`src/msq_pkg.sv`:
```
// msq_pkg: shared constants and types for the magic square pixel order core.
// Used by msq_iter_unit and magic_square_pixel_order_core; no dependencies.

package msq_pkg;

  // field and register widths fixed by the interface
  localparam int CFG_W  = 13;
  localparam int SLOT_W = 12;
  localparam int OUT_W  = 12;
  localparam int STAT_W = 2;

  // largest side of the square, default
  localparam int DEF_MAX_SIDE = 63;

  // configuration register indexes
  localparam logic REG_WIDTH  = 1'b0;
  localparam logic REG_HEIGHT = 1'b1;

  // request kinds
  localparam logic ACT_BUILD  = 1'b0;
  localparam logic ACT_LOOKUP = 1'b1;

  // result status codes
  localparam logic [STAT_W-1:0] ST_OK        = 2'd0;
  localparam logic [STAT_W-1:0] ST_NOT_BUILT = 2'd1;
  localparam logic [STAT_W-1:0] ST_TOO_BIG   = 2'd2;
  localparam logic [STAT_W-1:0] ST_BAD_SLOT  = 2'd3;

  // shared unit operation
  typedef enum logic {
    MODE_SQRT,
    MODE_DIV
  } unit_mode_e;

  typedef struct packed {
    logic       start;
    unit_mode_e mode;
  } unit_req_t;

endpackage

```
`src/msq_iter_unit.sv`:
```
// msq_iter_unit: one shared compare/subtract stage run iteratively, either as
// a two-bits-per-step integer square root or a one-bit-per-step divider.
// Depends on msq_pkg.

module msq_iter_unit import msq_pkg::*; #(
  parameter int VAL_W = 12
) (
  input  logic                                   clk_i,
  input  logic                                   rst_ni,
  input  unit_req_t                              req_i,
  input  logic [2*CFG_W-1:0]                     opd_i,   // radicand, or dividend in low bits
  input  logic [CFG_W-1:0]                       dvs_i,   // divisor
  output logic                                   done_o,
  output logic [((VAL_W > CFG_W) ? VAL_W : CFG_W)-1:0] quo_o,  // root or quotient
  output logic [CFG_W+2:0]                       rem_o
);

  localparam int OPD_W = 2 * CFG_W;
  localparam int RES_W = (VAL_W > CFG_W) ? VAL_W : CFG_W;
  localparam int REM_W = CFG_W + 3;
  localparam int CNT_W = $clog2(RES_W + 1);

  logic             busy_q;
  logic             done_q;
  unit_mode_e       mode_q;
  logic [CNT_W-1:0] cnt_q;
  logic [OPD_W-1:0] opd_q;
  logic [REM_W-1:0] rem_q;
  logic [RES_W-1:0] res_q;
  logic [CFG_W-1:0] dvs_q;

  logic [REM_W-1:0] rem_sh;
  logic [REM_W-1:0] trial;
  logic [REM_W:0]   diff;
  logic             ge;

  // shared compare/subtract: shifted remainder against trial value
  always_comb begin
    if (mode_q == MODE_SQRT) begin
      rem_sh = {rem_q[REM_W-3:0], opd_q[OPD_W-1 -: 2]};
      trial  = REM_W'({res_q[CFG_W-1:0], 2'b01});
    end else begin
      rem_sh = {rem_q[REM_W-2:0], opd_q[OPD_W-1]};
      trial  = REM_W'(dvs_q);
    end
    diff = {1'b0, rem_sh} - {1'b0, trial};
    ge   = ~diff[REM_W];
  end

  // control: start loads operands, one result bit per cycle
  always_ff @(posedge clk_i or negedge rst_ni) begin
    if (!rst_ni) begin
      busy_q <= 1'b0;
      done_q <= 1'b0;
      cnt_q  <= '0;
      mode_q <= MODE_SQRT;
    end else begin
      done_q <= 1'b0;
      if (req_i.start) begin
        busy_q <= 1'b1;
        mode_q <= req_i.mode;
        cnt_q  <= (req_i.mode == MODE_SQRT) ? CNT_W'(CFG_W) : CNT_W'(VAL_W);
      end else if (busy_q) begin
        cnt_q <= cnt_q - CNT_W'(1);
        if (cnt_q == CNT_W'(1)) begin
          busy_q <= 1'b0;
          done_q <= 1'b1;
        end
      end
    end
  end

  // datapath
  always_ff @(posedge clk_i) begin
    if (req_i.start) begin
      rem_q <= '0;
      res_q <= '0;
      dvs_q <= dvs_i;
      if (req_i.mode == MODE_SQRT) begin
        opd_q <= opd_i;
      end else begin
        opd_q <= {opd_i[VAL_W-1:0], {(OPD_W-VAL_W){1'b0}}} ;
      end
    end else if (busy_q) begin
      rem_q <= ge ? diff[REM_W-1:0] : rem_sh;
      res_q <= {res_q[RES_W-2:0], ge};
      if (mode_q == MODE_SQRT) begin
        opd_q <= {opd_q[OPD_W-3:0], 2'b00};
      end else begin
        opd_q <= {opd_q[OPD_W-2:0], 1'b0};
      end
    end
  end

  assign done_o = done_q;
  assign quo_o  = res_q;
  assign rem_o  = rem_q;

endmodule

```
`config.mk`:
```
export PLATFORM = sky130hd
export DESIGN_NAME = msq_iter_unit
export DESIGN_NICKNAME = d
export VERILOG_FILES = /design/src/msq_pkg.sv /design/src/msq_iter_unit.sv
export SDC_FILE = /design/constraint.sdc
export NUM_CORES = 1
export LEC_CHECK = 0
export ABC_AREA = 1
export BUFFER_PORTS_ARGS = -buffer_cell sky130_fd_sc_hd__buf_2
export CAP_MARGIN = 20
export CELL_PAD_IN_SITES_DETAIL_PLACEMENT = 2
export CELL_PAD_IN_SITES_GLOBAL_PLACEMENT = 2
export CORE_AREA = 3 3 129 118
export CTS_BUF_LIST = sky130_fd_sc_hd__clkbuf_8
export CTS_CLUSTER_SIZE = 8
export DETAILED_ROUTE_END_ITERATION = 7
export DIE_AREA = 0 0 132 121
export PLACE_DENSITY = 0.79
export SLEW_MARGIN = 30
export SYNTH_ARGS = -nofsm -noshare
export SYNTH_HDL_FRONTEND = slang
export SYNTH_SLANG_ARGS = --single-unit
```
`constraint.sdc`:
```
create_clock -name clk_i -period 3.6 [get_ports clk_i]
set_clock_uncertainty 0.2 [all_clocks]
set_input_delay 0.36 -clock clk_i [delete_from_list [all_inputs] [get_ports clk_i]]
set_output_delay 0.36 -clock clk_i [all_outputs]
set_load 0.02 [all_outputs]
```
* Word level (Yosys, flattened, before mapping)
Index checks and enable logic that the tools add are counted.
Cells by class: add/subtract/negate cells 2, eq/ne operators 1, muxes and demuxes 16, bitwise gates (word level) 1, reductions and logical operators 1
Operators with widths (number):
- 26-bit 2-to-1 mux | 4
- 16-bit 2-to-1 mux | 2
- 16-bit by 16-bit subtractor with 17-bit output | 1
- 15-bit 2-to-1 mux | 1
- 4-bit 2-to-1 mux | 2
- 1-bit 2-to-1 mux | 7
- 4-bit by 1-bit equality test with 1-bit output, second input constant | 1
- 4-bit by 1-bit subtractor with 4-bit output, second input constant | 1
- 2-bit nonzero test | 1
- 1-bit NOT | 1
Storage, ports and cells: register bits after elaboration 75, input port bits 43, output and inout bits 30, logic and storage cells 29

* Depth between registers and ports, before layout
Gate-level depths: netlist (run 1).
depth in word-level cells 4, mapped depth 20

* Worst setup path before layout (run 1)
Ideal clock, no wire load.
path type register to register, start point register mode_q, end point register rem_q[0], in the netlist rem_o[0], setup time 0.116 ns, arrival 2.677 ns, data required time 3.284 ns, slack 0.606 ns, cell stages (with the launch flop) 18, buffers on the path 4, path through dfrtp_1 > buf_6 > inv_6 > clkbuf_1 > clkbuf_1 > or2_2 > ha_1 > inv_1 > fa_1 > nand3_1 > nand3_2 > nand2_1 > nand2_2 > a21oi_4 > buf_6 > nand2_1 > nand3_1 > o21ai_1
On the way: longest elaborated chain between the ends 3, elaborated cells on any way between the ends 4
Ends and longest elaborated chain:
- from (decl) | RTL line msq_iter_unit.sv:25 | unit_mode_e mode_q;
- from (signal assigned) | RTL line msq_iter_unit.sv:61 | mode_q <= req_i.mode;
- 16-bit 2-to-1 mux / 15-bit 2-to-1 mux (equally long branches) | RTL line msq_iter_unit.sv:39 | if (mode_q == MODE_SQRT) begin
- 16-bit by 16-bit subtractor with 17-bit output | RTL line msq_iter_unit.sv:46 | diff = {1'b0, rem_sh} - {1'b0, trial};
- 16-bit 2-to-1 mux (*) | RTL line msq_iter_unit.sv:85 | rem_q <= ge ? diff[REM_W-1:0] : rem_sh;
- to (signal assigned) | RTL line msq_iter_unit.sv:85
- to (decl) | RTL line msq_iter_unit.sv:28 | logic [REM_W-1:0] rem_q;
Mark *: on every way between the ends. The rest lies on a longest branch, timed or not. A chain may end at the register's enable or synchronous reset.

* Final worst setup path (run 1)
Same ends and word-level chain as after synthesis.

==> impl_metrics.py, run 1 <==
metrics = {
    "drt": {
        "ant_nets": 0,
        "drtPass1Iterations": 4,
        "drcViolationCount": 0,
        "drtIter0Drc": 216,
        "vias": 4485,
        "detail_route.wl_per_cell_um": 18.22,
        "viasPerCell": 4.972,
        "totalWireLength_um": 16440,
    },
    "yosys": {
        "synth_edf_count": 39,
        "syn-cell-area_mm2": 0.004591,
        "synth_compound_area_frac": 0.1415,
        "synth_top_flop_cell": "edfxtp_1",
        "syn_nets": 684,
        "yosys_register_bits": 75,
        "synth_top_family_by_area": "simple AND/OR/NAND/NOR gates",
        "syn_area_per_cell_um2": 7.369,
        "syn-instance-count": 623,
        "synth-xor-area-share": 0.01336,
        "yosys_warnings": 0,
        "yosys.area_share.simple": 0.2614,
        "synth-adder-area-share": 0.05070,
        "ys_seq_area_frac": 0.4197,
        "async_flop_share": 0.09333,
        "ys_types": 39,
        "synthMuxAreaShare": 0,
    },
    "worst_setup_path": {
        "crit_top_cell": "nand2_1",
        "regToRegStartpoint": "mode_q",
        "slowest_delay_ps": 550,
        "cp-start-kind": "flop",
        "path_max_fanout": 39,
        "critical_path_class": "flop to flop",
        "rrSetupSlack_ps": 540,
        "cp_num_buf_inv": 2,
        "arrival_ps": 3110,
        "cp_slowest_cell": "o21ai_0",
        "crit_path_end_kind": "flop",
        "critPathLaunch": "mode_q",
        "path_delay_family": "compound AO/OA/AOI/OAI gates",
        "crit_path_cell_trace": "inv_6, o21ai_0, ha_1, nand2_1, nand2_1, inv_1, nand2_1, nand2_1, nand2_2, a21oi_4, nand2_1, nand3_1, o21ai_1",
        "cp.required_ps": 3650,
    },
    "placed_design": {
        "routabilityCongestion": 0.8788,
        "placed_area_mm2": 0.005135,
        "dp_hpwl_um": 12120,
        "pre_cts_ws_ps": 579.5,
        "port_buffers": 72,
    },
    "final_layout": {
        "syn_to_final_growth_pct": 19.73,
        "antenna_cells": 0,
        "drive_gt1_frac": 0.1636,
        "nets": 765,
        "final_common_cell": "nand2_1",
        "final_area_mm2": 0.005497,
        "nFillCells": 1671,
        "layout_common_cells": "nand2_1 (220), inv_1 (102), buf_2 (72)",
    },
    "power_and_ir_drop": {
        "p_per_area_mw_per_mm2": 678.2,
        "cellLeakagePower_nw": 2.766,
        "irDropWorstVdd_mv": 0.2498,
    },
    "global_route": {
        "grt_use_total": 0.2091,
        "grt_max_degree": 40,
        "antenna_found_initial": 0,
        "overflow": 0,
        "grt_pass1_wl_um": 26280,
        "grt_pass1_vias": 4925,
    },
    "timing": {
        "max_freq_ghz": 0.3263,
        "setup-violations-final": 0,
        "finalHoldViolations": 0,
        "period_needed_ps": 3065,
        "slew_headroom": 0.4864,
        "fin_ws_ps": 535.3,
        "worst_slew_pin_slew_ps": 770.4,
        "fin_tns_setup_ps": 0,
        "rsz0062_at_grt": "no",
        "fin_crit_sh": 0.8513,
        "finalMaxSlewViolations": 0,
    },
    "clock_network": {
        "cts_made_buffers": 9,
        "clock_sinks": 75,
        "htreeDepth": 3,
        "clockBufferDepth": 2,
        "path_clk_slew_ps": 100,
        "cts_tree": "built",
        "cts_root_buffer": "clkbuf_8",
        "clk_latency_ps": 380,
    },
    "floorplanning": {
        "rows": 41,
        "start_util": 0.3278,
        "dieWidth_um": 132,
        "boundaryPins": 73,
        "core-area_mm2": 0.01400,
        "die_y_um": 121,
        "fp.dieArea_mm2": 0.01597,
    },
    "worst_hold_path": {
        "worstHoldStart": "opd_i[0]",
        "hp-class": "input pin to flop",
    },
    "job": {
        "cap_violations": 0,
    },
    "outcome": {
        "status": "completed",
    },
}
## synthesized netlist by cell type, types with 4 or more instances
cell,n,share of area
a21oi_1,11,0.012
dfrtp_1,7,0.038
nand4_1,4,0.0055
ha_1,17,0.046
nor2_1,14,0.011
o21ai_0,36,0.039
o211ai_1,13,0.021
xor2_1,4,0.0076
o221ai_1,12,0.023
nand3_1,29,0.032
o22ai_1,25,0.034
buf_2,4,0.0044
nand2_1,220,0.18
edfxtp_1,39,0.26
dfxtp_1,29,0.13
inv_1,101,0.083
clkbuf_1,14,0.011
nand2_2,7,0.0095
## worst paths after layout
check,cells after the start,end
worst max-delay path,13,rem_o[0]
worst min-delay path,3,opd_q[0]
worst max register to register,13,rem_o[0]
worst min register to register,2,rem_o[15]
max in group asynchronous,2,mode_q
min in group asynchronous,2,cnt_q[2]
## per-layer routing
layer | track usage | vias to the layer above | part of all wire
met1 | 0.2778 | 2217 | 0.48
li1 | - | 2179 | -
met3 | 0.03773 | 13 | 0.028
met2 | 0.3567 | 76 | 0.48
met4 | 0.04659 | 0 | 0.013
met5 | 0 | - | 0
## layout make-up
class                   instances  area (um2)  share of cell area
multi-input cells             418        2143              0.3899
clock buffers                   9       123.9             0.02254
repair buffers                 94       560.5              0.1020
flip-flops and latches         75        1927              0.3506
clock inverters                 7       97.59             0.01776
inverters                     106       402.9             0.07330
well taps                     193       241.5             0.04393
## power by group
part	leakage [nW]	internal, mW	switching [mW]
clock	0.112	0.395	0.363
combinational	1.92	0.585	1.23
sequential	0.736	1.05	0.109
total	2.77	2.03	1.70
## sequential cells by signal, summed over array words and instances (netlist names)
signal  count
mode_q      1
dvs_q      13
quo_o      13
rem_o      16
opd_q      26
cnt_q       4
done_o      1
busy_q      1
## stage by stage
stage                     cells  hold WS [ps]  power (mW)  utilization
after floorplan             623        -135.6       2.423            -
after global placement      872         1.721       2.878       0.3667
after detailed placement    872         10.71       2.973       0.3667
after CTS                   902         83.01       3.757       0.3925
after global routing        902         102.3       4.046       0.3925
final                       902         99.44       3.728       0.3925
## worst reg2reg max path, stage by stage (launching register included)
cell	delay, ps
dfrtp_1	450
inv_6	150
o21ai_0	560
ha_1	420
nand2_1	100
nand2_1	80
inv_1	60
nand2_1	80
nand2_1	80
nand2_2	90
a21oi_4	390
nand2_1	100
nand3_1	90
o21ai_1	90
## kinds of logic (layout without fill, tap and decap cells)
| group | after synthesis | in the layout |
|---|---|---|
| AO/OA/AOI/OAI | 104 | 104 |
| XOR/XNOR | 7 | 7 |
| adder cells (fa/ha/maj) | 18 | 18 |
| buffers and inverters | 130 | 216 |
| flip-flops | 75 | 75 |
| AND/OR/NAND/NOR | 289 | 289 |
## repair_timing
item                                   in CTS  in global routing
gates resized for setup                     0                  0
buffers inserted                            0                  0
endpoints found under the hold margin      20                  0
hold buffers                               14                  0
No activity file was read; power rests on OpenSTA's default activity.
==> run 2, diff against run 1 <==
MAX_ROUTING_LAYER = met4   (was unset)
==> run 2 against run 1 <==
Via count down 1.6%; sequential share of layout area rose by 0.37 points; highest routed layer unchanged; critical path type unchanged; hold slack better by 31 ps.
==> impl_metrics.py, run 2 (synthesized netlist as in run 1, its figures left out) <==
metrics = {
    "outcome": {
        "status": "completed",
    },
    "placed_design": {
        "placed_area_mm2": 0.005127,
        "dp_hpwl_um": 12060,
        "routabilityCongestion": 0.9106,
        "pre_cts_ws_ps": 606.6,
        "port_buffers": 72,
        "dpl.cell_count": 871,
    },
    "drt": {
        "dr_wl_met3_um": 478,
        "wl_met1_um": 7575,
        "vias": 4412,
        "drcViolationCount": 0,
        "totalWireLength_um": 15500,
        "drtPass1Iterations": 4,
        "top_layer": "met4",
        "ant_nets": 0,
        "wl_met2_um": 7334,
        "viasPerCell": 4.902,
        "drtIter0Drc": 242,
        "detail_route.wl_per_cell_um": 17.22,
    },
    "clock_network": {
        "cts_root_buffer": "clkbuf_8",
        "cts_resized": 0,
        "htreeDepth": 3,
        "cts_made_buffers": 9,
        "clockBufferDepth": 2,
        "clk_latency_ps": 360,
        "clock_sinks": 75,
        "path_clk_slew_ps": 90,
        "cts_tree": "built",
    },
    "timing": {
        "rsz0062_at_grt": "no",
        "fin_tns_setup_ps": 0,
        "max_freq_ghz": 0.3330,
        "period_needed_ps": 3003,
        "slew_headroom": 0.5162,
        "fin_ws_ps": 597.2,
        "holdWs_ps": 130.6,
        "worst_slew_pin_slew_ps": 725.6,
        "setup-violations-final": 0,
        "finalMaxSlewViolations": 0,
        "fin_crit_sh": 0.8341,
        "finalHoldViolations": 0,
    },
    "worst_setup_path": {
        "slowest_delay_ps": 440,
        "rrSetupSlack_ps": 600,
        "arrival_ps": 3110,
        "cp_num_buf_inv": 2,
        "path_max_fanout": 39,
        "path_delay_family": "simple AND/OR/NAND/NOR gates",
        "cp.required_ps": 3700,
        "cp-start-kind": "flop",
        "crit_path_cell_trace": "inv_6, nand2_1, o21ai_0, ha_1, inv_1, fa_1, nand3_1, nand3_2, nand2_1, nand2_2, a21oi_4, nand2_1, o21ai_0, nand2_1, nand2_1",
        "cp_slowest_cell": "dfrtp_1",
        "crit_path_end_kind": "flop",
        "critical_path_class": "flop to flop",
        "crit_top_cell": "nand2_1",
    },
    "power_and_ir_drop": {
        "p_per_area_mw_per_mm2": 652.7,
        "power_mw": 3.550,
        "irDropWorstVdd_mv": 0.2476,
        "cellLeakagePower_nw": 2.732,
    },
    "global_route": {
        "grt_use_total": 0.2077,
        "grt_pass1_vias": 4815,
        "grt_pass1_wl_um": 25370,
        "antenna_found_initial": 0,
        "overflow": 0,
        "grt_max_degree": 40,
    },
    "floorplanning": {
        "dieWidth_um": 132,
        "start_util": 0.3278,
        "rows": 41,
        "die_y_um": 121,
        "core-area_mm2": 0.01400,
        "boundaryPins": 73,
        "fp.dieArea_mm2": 0.01597,
    },
    "final_layout": {
        "regMostFlops": "opd_q",
        "fin_util": 0.3884,
        "final_area_mm2": 0.005439,
        "nFillCells": 1655,
        "largest_reg_flops": 26,
        "syn_to_final_growth_pct": 18.48,
        "final_common_cell": "nand2_1",
        "final_cells": 900,
        "layout_common_cells": "nand2_1 (220), inv_1 (101), buf_2 (72)",
        "drive_gt1_frac": 0.1627,
        "antenna_cells": 0,
        "nets": 764,
    },
    "worst_hold_path": {
        "hp-class": "input pin to flop",
    },
    "job": {
        "cap_violations": 0,
    },
}
## run 2: changes by cell type in the layout (fill, tap and decap cells not counted)
cell        previous run  this run
clkinvlp_4             1         2
inv_4                  0         1
clkinv_4               0         1
bufinv_16              2         0
inv_1                102       101
buf_4                  8         7
inv_6                  4         3
## run 2: area by class of cell
class,count,area [um2],share of cell area
sequential,75,1927,0.3543
timing repair buffer,93,553.0,0.1017
inverter,106,402.9,0.07407
multi-input combinational,418,2143,0.3941
clock buffer,9,123.9,0.02277
clock inverter,6,47.55,0.008742
tap,193,241.5,0.04440
## run 2: metal layers
metal  GRT usage  vias to the layer above
met1      0.2769                     2161
met5           -                        -
li1            -                     2176
met4     0.04331                        0
met2      0.3362                       69
met3     0.03483                        6
## run 2: final timing paths
| check | endpoint | cells past startpoint | startpoint |
|---|---|---|---|
| max in group asynchronous | mode_q | 2 | rst_ni |
| min | opd_q[0] | 3 | opd_i[0] |
| max | rem_o[3] | 15 | mode_q |
| min in group asynchronous | cnt_q[0] | 2 | rst_ni |
| max reg2reg | rem_o[3] | 15 | mode_q |
| min reg2reg | rem_o[15] | 2 | rem_o[15] |
## run 2: timing repair
action / in CTS / in global routing
setup buffers: 0 / 0
endpoints found under the hold margin: 20 / 0
hold buffers: 14 / 0
setup endpoints to repair: 0 / 0
## run 2: tightest hold or removal path, delay by kind of cell
kind                   cells  cell delay, ps
buffers and inverters      2             130
and+or+nand+nor            1             100
## run 2: where the power goes
group	leakage (nW)	switching, mW	internal [mW]	total, mW
Combinational	1.91	1.22	0.583	1.80
Clock	0.0826	0.344	0.253	0.597
Sequential	0.736	0.108	1.04	1.15
Total	2.73	1.67	1.88	3.55
